**config.mk**
```make
export PLATFORM = sky130hd
export DESIGN_NAME = unique_key_fifo_registry
export DESIGN_NICKNAME = d
export VERILOG_FILES = /design/src/design/ukfr_pkg.sv /design/src/design/ukfr_ram.sv /design/src/design/unique_key_fifo_registry.sv
export SDC_FILE = /design/constraint.sdc
export NUM_CORES = 2
export LEC_CHECK = 0
export BUFFER_PORTS_ARGS = -buffer_cell sky130_fd_sc_hd__buf_2
export CAP_MARGIN = 20
export CORE_ASPECT_RATIO = 2
export CORE_UTILIZATION = 55
export DETAILED_ROUTE_END_ITERATION = 16
export GPL_TIMING_DRIVEN = 0
export PLACE_DENSITY = 0.81
export SLEW_MARGIN = 0
export SYNTH_ARGS = -nofsm -noshare
export SYNTH_HDL_FRONTEND = slang
export SYNTH_HIERARCHICAL = 1
export SYNTH_SLANG_ARGS = --single-unit
```
**constraint.sdc**
```tcl
create_clock -name clk -period 18.1 [get_ports clk]
set_input_delay 1.81 -clock clk [delete_from_list [all_inputs] [get_ports clk]]
set_output_delay 1.81 -clock clk [all_outputs]
set_load 0.01 [all_outputs]
```
**src/design/ukfr_pkg.sv**
```systemverilog
package ukfr_pkg;

	localparam int UKFR_DEPTH = 16;

	localparam int KEY_W     = 64;
	localparam int HANDLER_W = 16;
	localparam int ENTRY_W   = KEY_W + HANDLER_W;

	// Request kinds.
	localparam logic [1:0] KIND_INSERT = 2'd0;
	localparam logic [1:0] KIND_POP    = 2'd1;
	localparam logic [1:0] KIND_LOOKUP = 2'd2;

	// Result status codes.
	localparam logic [2:0] STAT_OK    = 3'd0;
	localparam logic [2:0] STAT_DUP   = 3'd1;
	localparam logic [2:0] STAT_FULL  = 3'd2;
	localparam logic [2:0] STAT_EMPTY = 3'd3;
	localparam logic [2:0] STAT_MISS  = 3'd4;

	typedef struct packed {
		logic [1:0]           kind;
		logic [KEY_W-1:0]     key;
		logic [HANDLER_W-1:0] handler_ref;
	} req_t;

	typedef struct packed {
		logic [2:0]           status;
		logic [KEY_W-1:0]     out_key;
		logic [HANDLER_W-1:0] out_handler;
		logic [4:0]           entry_count;
	} rsp_t;

	typedef enum logic [1:0] {
		S_IDLE,
		S_SCAN,
		S_POP
	} ukfr_state_t;

endpackage

```
**src/design/ukfr_ram.sv**
```systemverilog
module ukfr_ram #(
	parameter int WIDTH = 8,
	parameter int DEPTH = 16
) (
	input  logic                     clk,
	input  logic                     we,
	input  logic [$clog2(DEPTH)-1:0] waddr,
	input  logic [WIDTH-1:0]         wdata,
	input  logic [$clog2(DEPTH)-1:0] raddr,
	output logic [WIDTH-1:0]         rdata
);

	logic [WIDTH-1:0] mem [DEPTH];

	// Single write port, single registered read port.
	always_ff @(posedge clk) begin
		if (we) begin
			mem[waddr] <= wdata;
		end
		rdata <= mem[raddr];
	end

endmodule

```
**src/design/unique_key_fifo_registry.sv**
```systemverilog
// A pop on a non-empty store loads its result in S_POP, the state after acceptance; a pop on an
// empty store and an unused kind load it at acceptance; insert and lookup load it when the scan
// ends, so their wait grows with the number of stored entries. done is the registered load.
// One transaction at a time, the next accepted only once busy is low;
// insert and lookup compare one stored key per cycle through the single memory read port.
// Asynchronous active-low reset empties the registry at once; memory needs no clearing pass.
module unique_key_fifo_registry #(
	parameter int DEPTH = ukfr_pkg::UKFR_DEPTH
) (
	input  logic           clk,
	input  logic           arst_n,
	input  logic           start,
	output logic           busy,
	input  ukfr_pkg::req_t req,
	output logic           done,
	output ukfr_pkg::rsp_t rsp
);

	import ukfr_pkg::*;

	localparam int AW = $clog2(DEPTH);
	localparam int CW = $clog2(DEPTH + 1);

	// Control state.
	ukfr_state_t state_q, state_d;
	logic [AW-1:0] head_q;
	logic [AW-1:0] tail_q;
	logic [CW-1:0] count_q;
	logic [AW-1:0] addr_q;
	logic [CW-1:0] issued_q;
	logic          rvalid_s1;
	logic          done_q;

	// The captured request and the result register.
	req_t req_q;
	rsp_t rsp_q;

	// Entry memory interface.
	logic               ram_we;
	logic [AW-1:0]      ram_raddr;
	logic [ENTRY_W-1:0] ram_rdata;
	logic [KEY_W-1:0]     rd_key;
	logic [HANDLER_W-1:0] rd_handler;

	// Decoded controls from the output block.
	logic          accept;
	logic          issue;
	logic          hit;
	logic          scan_end;
	logic          rsp_load;
	rsp_t          rsp_d;
	logic          head_adv;
	logic          tail_adv;
	logic [CW-1:0] count_d;

	function automatic logic [AW-1:0] next_slot(input logic [AW-1:0] s);
		return (s == AW'(DEPTH - 1)) ? '0 : s + AW'(1);
	endfunction

	// Key and handler live side by side in one memory word.
	ukfr_ram #(
		.WIDTH(ENTRY_W),
		.DEPTH(DEPTH)
	) u_entries (
		.clk  (clk),
		.we   (ram_we),
		.waddr(tail_q),
		.wdata({req_q.key, req_q.handler_ref}),
		.raddr(ram_raddr),
		.rdata(ram_rdata)
	);

	assign rd_key     = ram_rdata[ENTRY_W-1:HANDLER_W];
	assign rd_handler = ram_rdata[HANDLER_W-1:0];

	assign busy   = (state_q != S_IDLE);
	assign accept = start && !busy;
	assign done   = done_q;
	assign rsp    = rsp_q;

	// While idle the read port looks at the oldest slot so that a pop finds its entry waiting
	// in the next cycle. During a scan it walks from the oldest entry toward the newest.
	assign ram_raddr = (state_q == S_SCAN) ? addr_q : head_q;

	// A comparison is valid in the cycle after its read was issued. The scan stops at the first
	// match, or once every live entry has been read and compared.
	assign hit      = (state_q == S_SCAN) && rvalid_s1 && (rd_key == req_q.key);
	assign scan_end = hit || (issued_q == count_q);
	assign issue    = (state_q == S_SCAN) && !hit && (issued_q < count_q);

	// Next state.
	always_comb begin
		state_d = state_q;
		unique case (state_q)
			S_IDLE: begin
				if (accept) begin
					unique case (req.kind) inside
						KIND_INSERT, KIND_LOOKUP: state_d = S_SCAN;
						KIND_POP:                 state_d = (count_q != '0) ? S_POP : S_IDLE;
						default:                  state_d = S_IDLE;
					endcase
				end
			end
			S_SCAN: begin
				if (scan_end) begin
					state_d = S_IDLE;
				end
			end
			S_POP: begin
				state_d = S_IDLE;
			end
			default: state_d = S_IDLE;
		endcase
	end

	// Outputs of the controller: the result, the memory write and the pointer updates.
	always_comb begin
		rsp_load = 1'b0;
		ram_we   = 1'b0;
		head_adv = 1'b0;
		tail_adv = 1'b0;
		count_d  = count_q;
		rsp_d    = '0;
		rsp_d.status = STAT_OK;
		unique case (state_q)
			S_IDLE: begin
				// A pop on an empty store and the unused kind finish without touching memory.
				if (accept) begin
					unique case (req.kind) inside
						KIND_POP: begin
							if (count_q == '0) begin
								rsp_load     = 1'b1;
								rsp_d.status = STAT_EMPTY;
							end
						end
						KIND_INSERT, KIND_LOOKUP: begin
							rsp_load = 1'b0;
						end
						default: begin
							rsp_load = 1'b1;
						end
					endcase
				end
			end
			S_POP: begin
				rsp_load          = 1'b1;
				rsp_d.out_key     = rd_key;
				rsp_d.out_handler = rd_handler;
				head_adv          = 1'b1;
				count_d           = count_q - CW'(1);
			end
			S_SCAN: begin
				if (scan_end) begin
					rsp_load = 1'b1;
					if (req_q.kind == KIND_INSERT) begin
						// The duplicate check takes precedence over the full check.
						if (hit) begin
							rsp_d.status = STAT_DUP;
						end else if (count_q == CW'(DEPTH)) begin
							rsp_d.status = STAT_FULL;
						end else begin
							ram_we   = 1'b1;
							tail_adv = 1'b1;
							count_d  = count_q + CW'(1);
						end
					end else begin
						if (hit) begin
							rsp_d.out_key     = rd_key;
							rsp_d.out_handler = rd_handler;
						end else begin
							rsp_d.status = STAT_MISS;
						end
					end
				end
			end
			default: begin
				rsp_load = 1'b0;
			end
		endcase
		// The reported count is the low bits of the count after this transaction.
		rsp_d.entry_count = 5'(count_d);
	end

	always_ff @(posedge clk or negedge arst_n) begin
		if (!arst_n) begin
			state_q   <= S_IDLE;
			head_q    <= '0;
			tail_q    <= '0;
			count_q   <= '0;
			addr_q    <= '0;
			issued_q  <= '0;
			rvalid_s1 <= 1'b0;
			done_q    <= 1'b0;
		end else begin
			state_q   <= state_d;
			count_q   <= count_d;
			done_q    <= rsp_load;
			rvalid_s1 <= issue;
			if (head_adv) begin
				head_q <= next_slot(head_q);
			end
			if (tail_adv) begin
				tail_q <= next_slot(tail_q);
			end
			if (accept) begin
				addr_q   <= head_q;
				issued_q <= '0;
			end else if (issue) begin
				addr_q   <= next_slot(addr_q);
				issued_q <= issued_q + CW'(1);
			end
		end
	end

	// Payload registers carry no reset.
	always_ff @(posedge clk) begin
		if (accept) begin
			req_q <= req;
		end
		if (rsp_load) begin
			rsp_q <= rsp_d;
		end
	end

`ifndef SYNTH
	// The live count never exceeds the capacity of the store.
	a_count_bound: assert property (@(posedge clk) disable iff (!arst_n)
		count_q <= CW'(DEPTH))
		else $error("entry count exceeds depth");

	// A scan never reads more entries than are live.
	a_scan_bound: assert property (@(posedge clk) disable iff (!arst_n)
		(state_q == S_SCAN) |-> (issued_q <= count_q))
		else $error("scan ran past the live entries");

	// An insert commits only when a free slot exists.
	a_write_room: assert property (@(posedge clk) disable iff (!arst_n)
		ram_we |-> (count_q < CW'(DEPTH)))
		else $error("write into a full store");

	// A pop reaches its data cycle only with an entry to remove.
	a_pop_nonempty: assert property (@(posedge clk) disable iff (!arst_n)
		(state_q == S_POP) |-> (count_q != '0))
		else $error("pop of an empty store");

	// Each result strobe follows an acceptance or a busy cycle.
	a_done_cause: assert property (@(posedge clk) disable iff (!arst_n)
		$rose(done_q) |-> ($past(start && !busy) || $past(state_q != S_IDLE)))
		else $error("result strobe without a transaction");
`endif

endmodule

```
; Word level (Yosys, flattened, before mapping)
; Memories as Yosys holds them, arrays and structs flattened. A register that Yosys moved wholly into a read port is not among the register bits.
; Cells that the tools add are included.
[totals]
regBits = 196
ram_bits = 1280
input_bits = 85
out_inout_bits = 90
elab_cells = 95
memories = 1
[memory_table]
columns = name, depth, word_bits, rd, rd_clocked_by_memory_dff, write_ports, line_no
row1 = u_entries.mem, 16, 80, 1, 1, 1, ukfr_ram.sv:13  ; logic [WIDTH-1:0] mem [DEPTH];
[classes]
add_sub_neg = 6
order_cmp = 1
n_eq_ne = 12
n_mux = 43
reduce_logical = 17
[op_table]
columns = op, n
row1 = two-way mux 80 bit, 2
row2 = one-hot mux 80 bit (2 select lines), 1
row3 = two-way mux 83 bit, 1
row4 = == test 64 bit, 1
row5 = two-way mux 5 bit, 6
row6 = two-way mux 4 bit, 6
row7 = two-way mux 2 bit, 8
row8 = "adder 4 x 1 -> 4 bit, second input constant", 3
row9 = "== test 4 bit, second input constant", 3
row10 = two-way mux 1 bit, 11
row11 = "adder 5 x 1 -> 5 bit, second input constant", 2
row12 = one-hot mux 5 bit (2 select lines), 1
row13 = one-hot mux 2 bit (2 select lines), 2
row14 = zero test 2 bit, 3
row15 = two-way mux 3 bit, 2
row16 = one-hot mux 3 bit (2 select lines), 1
row17 = == test 5 bit, 1
row18 = "== test 5 bit, second input constant", 1
row19 = logical AND 1 bit, 5
row20 = zero test 5 bit, 1
row21 = < comparator 5 bit, 1
row22 = nonzero test 5 bit, 1
row23 = "subtractor 5 x 1 -> 5 bit, second input constant", 1
row24 = "== test 2 x 1 -> 1 bit, second input constant", 2
row25 = 9 further kinds, 13

; Depth between registers and ports, before layout
[logic_depth]
word_depth = 9
mapped_depth = 12
depth_no_buf = 11

; By module
; The synthesis kept the hierarchy.
[modules_own_cells]
columns = module, instances, cells_per_inst, area_each_um2, seq_area_each_um2
row1 = ukfr_ram, 1, 2054, 49437.4, 40038.4
row2 = unique_key_fifo_registry, 1, 599, 8495.6, 5755.5

; Worst setup path before layout
; OpenSTA, ideal clock, no wires.
[synth_timing]
kind = input -> register
from = input port start
to = register done_q (netlist: done)
setup_time_ns = 0.576
arrival_time_ns = 9.044
path_slack_ns = 8.480
path_stages = 5
path_cell_list = nand2_1 inv_1 clkbuf_1 a31oi_1 a21oi_1
[synth_via]
elab_chain_len = 3
[synth_rtl]
columns = item, line_no
row1 = start: declaration, unique_key_fifo_registry.sv:12  ; input logic start,
row2 = logical AND 1 bit, unique_key_fifo_registry.sv:77  ; assign accept = start && !busy;
row3 = via accept, unique_key_fifo_registry.sv:46  ; logic accept;
row4 = two-way mux 1 bit, unique_key_fifo_registry.sv:128  ; if (accept) begin
row5 = one-hot mux 1 bit (3 select lines), unique_key_fifo_registry.sv:125  ; unique case (state_q)
row6 = via rsp_load, unique_key_fifo_registry.sv:50  ; logic rsp_load;
row7 = end signal: assignment, unique_key_fifo_registry.sv:197  ; done_q <= rsp_load;
row8 = end: declaration, unique_key_fifo_registry.sv:32  ; logic done_q;
; The timed path passes the listed nets, and every way through them passes these cells.
; A chain may end at the register's enable or synchronous reset.

; Worst setup path after layout
[layout_timing]
from = register req_q[23] in the netlist's numbering
to = memory u_entries/mem[0][0] in the netlist's numbering (enable)
[layout_via]
elab_chain_len = 8
elab_cells_between_ends = 9
classes_between = eq/ne (1) / mux (6) / reduce/logical (2)
[layout_rtl]
columns = item, line_no
row1 = start: declaration, unique_key_fifo_registry.sv:35  ; req_t req_q;
row2 = start signal: assignment, unique_key_fifo_registry.sv:218  ; req_q <= req;
row3 = == test 64 bit *, unique_key_fifo_registry.sv:87  ; assign hit = (state_q == S_SCAN) && rvalid_s1 && (rd_key == req_q.key);
row4 = logical AND 1 bit *, unique_key_fifo_registry.sv:87
row5 = two-way mux 1 bit, unique_key_fifo_registry.sv:157  ; if (hit) begin
row6 = two-way mux 1 bit, unique_key_fifo_registry.sv:155  ; if (req_q.kind == KIND_INSERT) begin
row7 = two-way mux 1 bit *, unique_key_fifo_registry.sv:153  ; if (scan_end) begin
row8 = two-way mux 1 bit *, unique_key_fifo_registry.sv:125
row9 = via ram_we, unique_key_fifo_registry.sv:39  ; logic ram_we;
row10 = two-way mux 1 bit *, ukfr_ram.sv:17  ; if (we) begin
row11 = two-way mux 1 bit (not written as such) *, ukfr_ram.sv:18  ; mem[waddr] <= wdata;
row12 = end: declaration, ukfr_ram.sv:13
; The timed path passes the listed nets; every way through them passes the cells marked *.

==> summary.md <==
| Metric | Value |
|---|---|
| Status | `finished clean` |
| DR vias | `30.6k` |
| Worst path slowest cell | `xor2_1` |
| Post-DP Area | `0.0622 mm^2` |
| Yosys cell types | `65` |
| Design Area, Final | `0.0662 mm^2` |
| Synth-to-Final Area Change | `14.2%` |
| Die area | `0.107 mm^2` |
| Clock H-tree levels | `3` |
| Layout cells sized above 1 | `0.278` |
| Critical Path, Cell by Cell | `xor2_1 -> or4_1 -> nor4_1 -> and4_1 -> buf_4 -> nand2_2 -> nand4_1 -> inv_1 -> or3b_1 -> nor3_2 -> buf_6 -> buf_6 -> buf_8 -> buf_6` |
| Avg Inst Size Synth | `21.8 um^2` |
| Fmax | `190 MHz` |
| Reg2reg path depth | `14` |
| Inst Count DP | `4281` |
| Vias in the first global route | `around 31k` |
| Synth Cell Area | `0.0579 mm^2` |
| Required time of the worst setup path | `18.55 ns` |
| Crit Path Max Fanout | `17` |
| Setup slack, reg-to-reg | `12.84 ns` |
| GRT Residual Overflow | `0` |
| PD cells | `~160 mW/mm^2` |
| Syn nets | `about 2.8k` |
| First-pass GRT wire length | `222000 um` |
| FF/Latch Area | `between 0.04 and 0.05 mm^2` |
| FFs w/ async S/R, synth | `0.0167` |
| Layout fillers | `6549` |
| Setup TNS | `0 ns` |
| Hold EP | `rsp[9]` |
| CTS tree | `yes` |
| WL per Instance | `35.1 um` |
| Setup Buffers After CTS | `0` |
| Setup ws final | `12.84 ns` |
| Period minus WS final | `5.26 ns` |
| Final GP Congestion | `roughly 0.85` |
| Synth Flop Type | `edfxtp_1` |
| RSZ-0062 raised after global routing | `false` |
| Sequential fraction of the synthesis area | `0.790` |
| Slew HR | `0.159` |
| Fin util | `0.632` |
| Largest net degree at the start of global routing | `slightly above 40` |
| Routed Antenna Nets | `0` |
| Critical Path Start Type | `register` |
| Max incr delay on CP | `0.85 ns` |
| CP Class | `register to register` |
| Yosys reg bits | `1556` |
| Pre-CTS setup slack | `13.13 ns` |
| Mapped Cells | `between 2k and 3k` |
| Gr usage total | `0.301` |
| Ys Warns | `6` |
| IO Pins | `175` |
| Starting density of the core | `0.553` |
| Worst Path Arrival | `5.71 ns` |
| Port Buffers | `between 150 and 200` |
| Final hold vios | `0` |
| Final hold slack | `0.527 ns` |
| Via density | `6.79` |
| Post-CTS Resized | `0` |
| Initial antenna violation count | `5` |
| Die W | `231 um` |
| Most used cell, CP | `buf_6` |
| LEAKAGE | `21.4 nW` |
| Clock Skews | `0.0440 ns` |
| R2R Path Start | `req_q[23]` |
| # rows | `between 150 and 200` |
| Critical Path Sink Type | `register` |
| Cts bufs inserted | `117` |
| Final wirelength | `158000 um` |
| DR iter-0 viols | `4269` |
| FF-to-FF End | `u_entries/mem[0][0]` |
| Multi-input combinational cell area | `0.0115 mm^2` |
| Max-cap viol count | `0` |
| Final std cells w/o fill | `4505` |
| Total power | `10.7 mW` |
| Post-synth EDFFs | `1450` |
| Max-slew violations | `0` |
| DIE HEIGHT | `approximately 460 um` |
| Worst hold stages | `1` |
| Min-Delay Startpoint | `u_entries/rdata[4]` |
| # setup viols final | `0` |
| Clock Tree Root | `clkbuf_16` |
| CTS Buffer Depth | `3` |
| Core ar. | `around 0.10 mm^2` |
| DR pass1 iterations | `12` |
| Peak supply drop | `approximately 0.11 mV` |
| Post-DP HPWL | `97300 um` |
| Clock-pin slew on the worst setup and hold paths | `0.07 ns` |
| Fin nets | `3143` |
| Worst-Margin Slew | `1.26 ns` |
| Drc violations | `0` |
| Number of hold buffers added after CTS | `0` |
| Clock Sinks | `between 1.5k and 2k` |
| Period utilization | `0.290` |
| Worst hold-check path type | `register to register` |
| Worst-Skew Late Latency | `0.75 ns` |
[layer usage]
metal,share of wire,track usage
met5,0.000082,0
met4,0.076,0.197
met3,0.11,0.0702
met2,0.50,0.495
met1,0.31,0.353
[layout make-up]
class	count	area share
flip-flops and latches	1556	0.692
clock inverters	78	0.0121
plain buffers	124	0.0102
multi-input cells	949	0.174
repair buffers	270	0.0378
well taps	1360	0.0257
clock buffers	141	0.0470
diodes	3	0.000113
inverters	24	0.00136
[sequential cells by signal, indices dropped and copies added (netlist names), 2 cells and up]
| register | cells |
|---|---|
| issued_q | 5 |
| addr_q | 4 |
| count_q | 5 |
| req_q | 82 |
| u_entries/rdata | 80 |
| u_entries/mem | 1280 |
| state_q | 2 |
| tail_q | 4 |
| rsp | 88 |
| head_q | 4 |
[worst max-delay path: cells and delay by family (launching register included)]
kind | cells | cell delay, ns
DFF | 1 | 0.67
buffers and inverters | 6 | 1.27
and+or+nand+nor | 7 | 2.16
xor gates and xnor gates | 1 | 0.85
[worst max path at each step]
| stage | startpoint | end | slack (ns) | cells after the start |
|---|---|---|---|---|
| after CTS | req_q[23] | u_entries/mem[0][0] | 13.05 | 14 |
| after global routing | req_q[23] | u_entries/mem[0][0] | 12.89 | 14 |
| final | req_q[23] | u_entries/mem[0][0] | 12.84 | 14 |
| after floorplan | start | done | 8.48 | 5 |
| after detailed placement | req_q[23] | u_entries/mem[0][2] | 13.13 | 14 |
| after global placement | start | done | 1.81 | 6 |
[cells by family after synthesis]
family	count (synthesis)	share of synthesized area
AO/OA/AOI/OAI	220	0.0281
AND/OR/NAND/NOR	320	0.0290
buffers and inverters	148	0.0131
flip-flops	1556	0.790
adder cells (fa/ha/maj)	16	0.00346
multiplexers	330	0.126
XOR/XNOR	63	0.00952
[cell usage in the layout, fill, tap and decap left out, drive strengths merged, types with 4 or more instances in the layout]
cell type  synthesis  routed
bufinv             0      12
mux4             320     320
xor2              33      33
o21ai             10      10
clkbuf            46     188
buf               78     347
mux2               8       8
clkinvlp           0      17
edfxtp          1450    1450
nand3             16      16
o311ai             4       4
nor4b              4       4
nand2b             7       7
nor3              16      16
a31oi              8       8
inv               24      28
nand2            107     107
a21oi             11      11
xnor2             30      30
or4                7       7
nor2              32      32
nand4             16      16
and2              80      80
nor4              10      10
clkinv             0      45
a22oi            160     160
dfxtp             80      80
ha                16      16
and3               5       5
dfrtp             26      26
[synthesized netlist by cell type (8+ instances only)]
cell type	n	area, um^2
buf_4	8	60.1
nor3_1	15	75.1
inv_1	24	90.1
a21oi_1	11	55.1
buf_1	23	86.3
ha_1	16	200
dfrtp_1	26	651
mux2_2	8	90.1
edfxtp_1	1450	43500
mux4_2	320	7210
nor2_1	31	116
buf_6	18	203
nand2_1	106	398
buf_2	29	145
o21ai_0	10	50.1
xnor2_1	30	263
dfxtp_1	80	1600
nand3_1	16	80.1
and2_1	80	500
xor2_1	33	289
nor4_1	10	62.6
nand4_1	16	100
clkbuf_1	43	161
a22oi_1	160	1200
[report_power, final]
group          leakage, nW  switching [mW]  internal [mW]
sequential            14.2           0.287           4.40
combinational         5.40            2.02           1.38
clock                 1.88            1.25           1.41
total                 21.4            3.56           7.18
No activity file was read; power rests on OpenSTA's default activity.
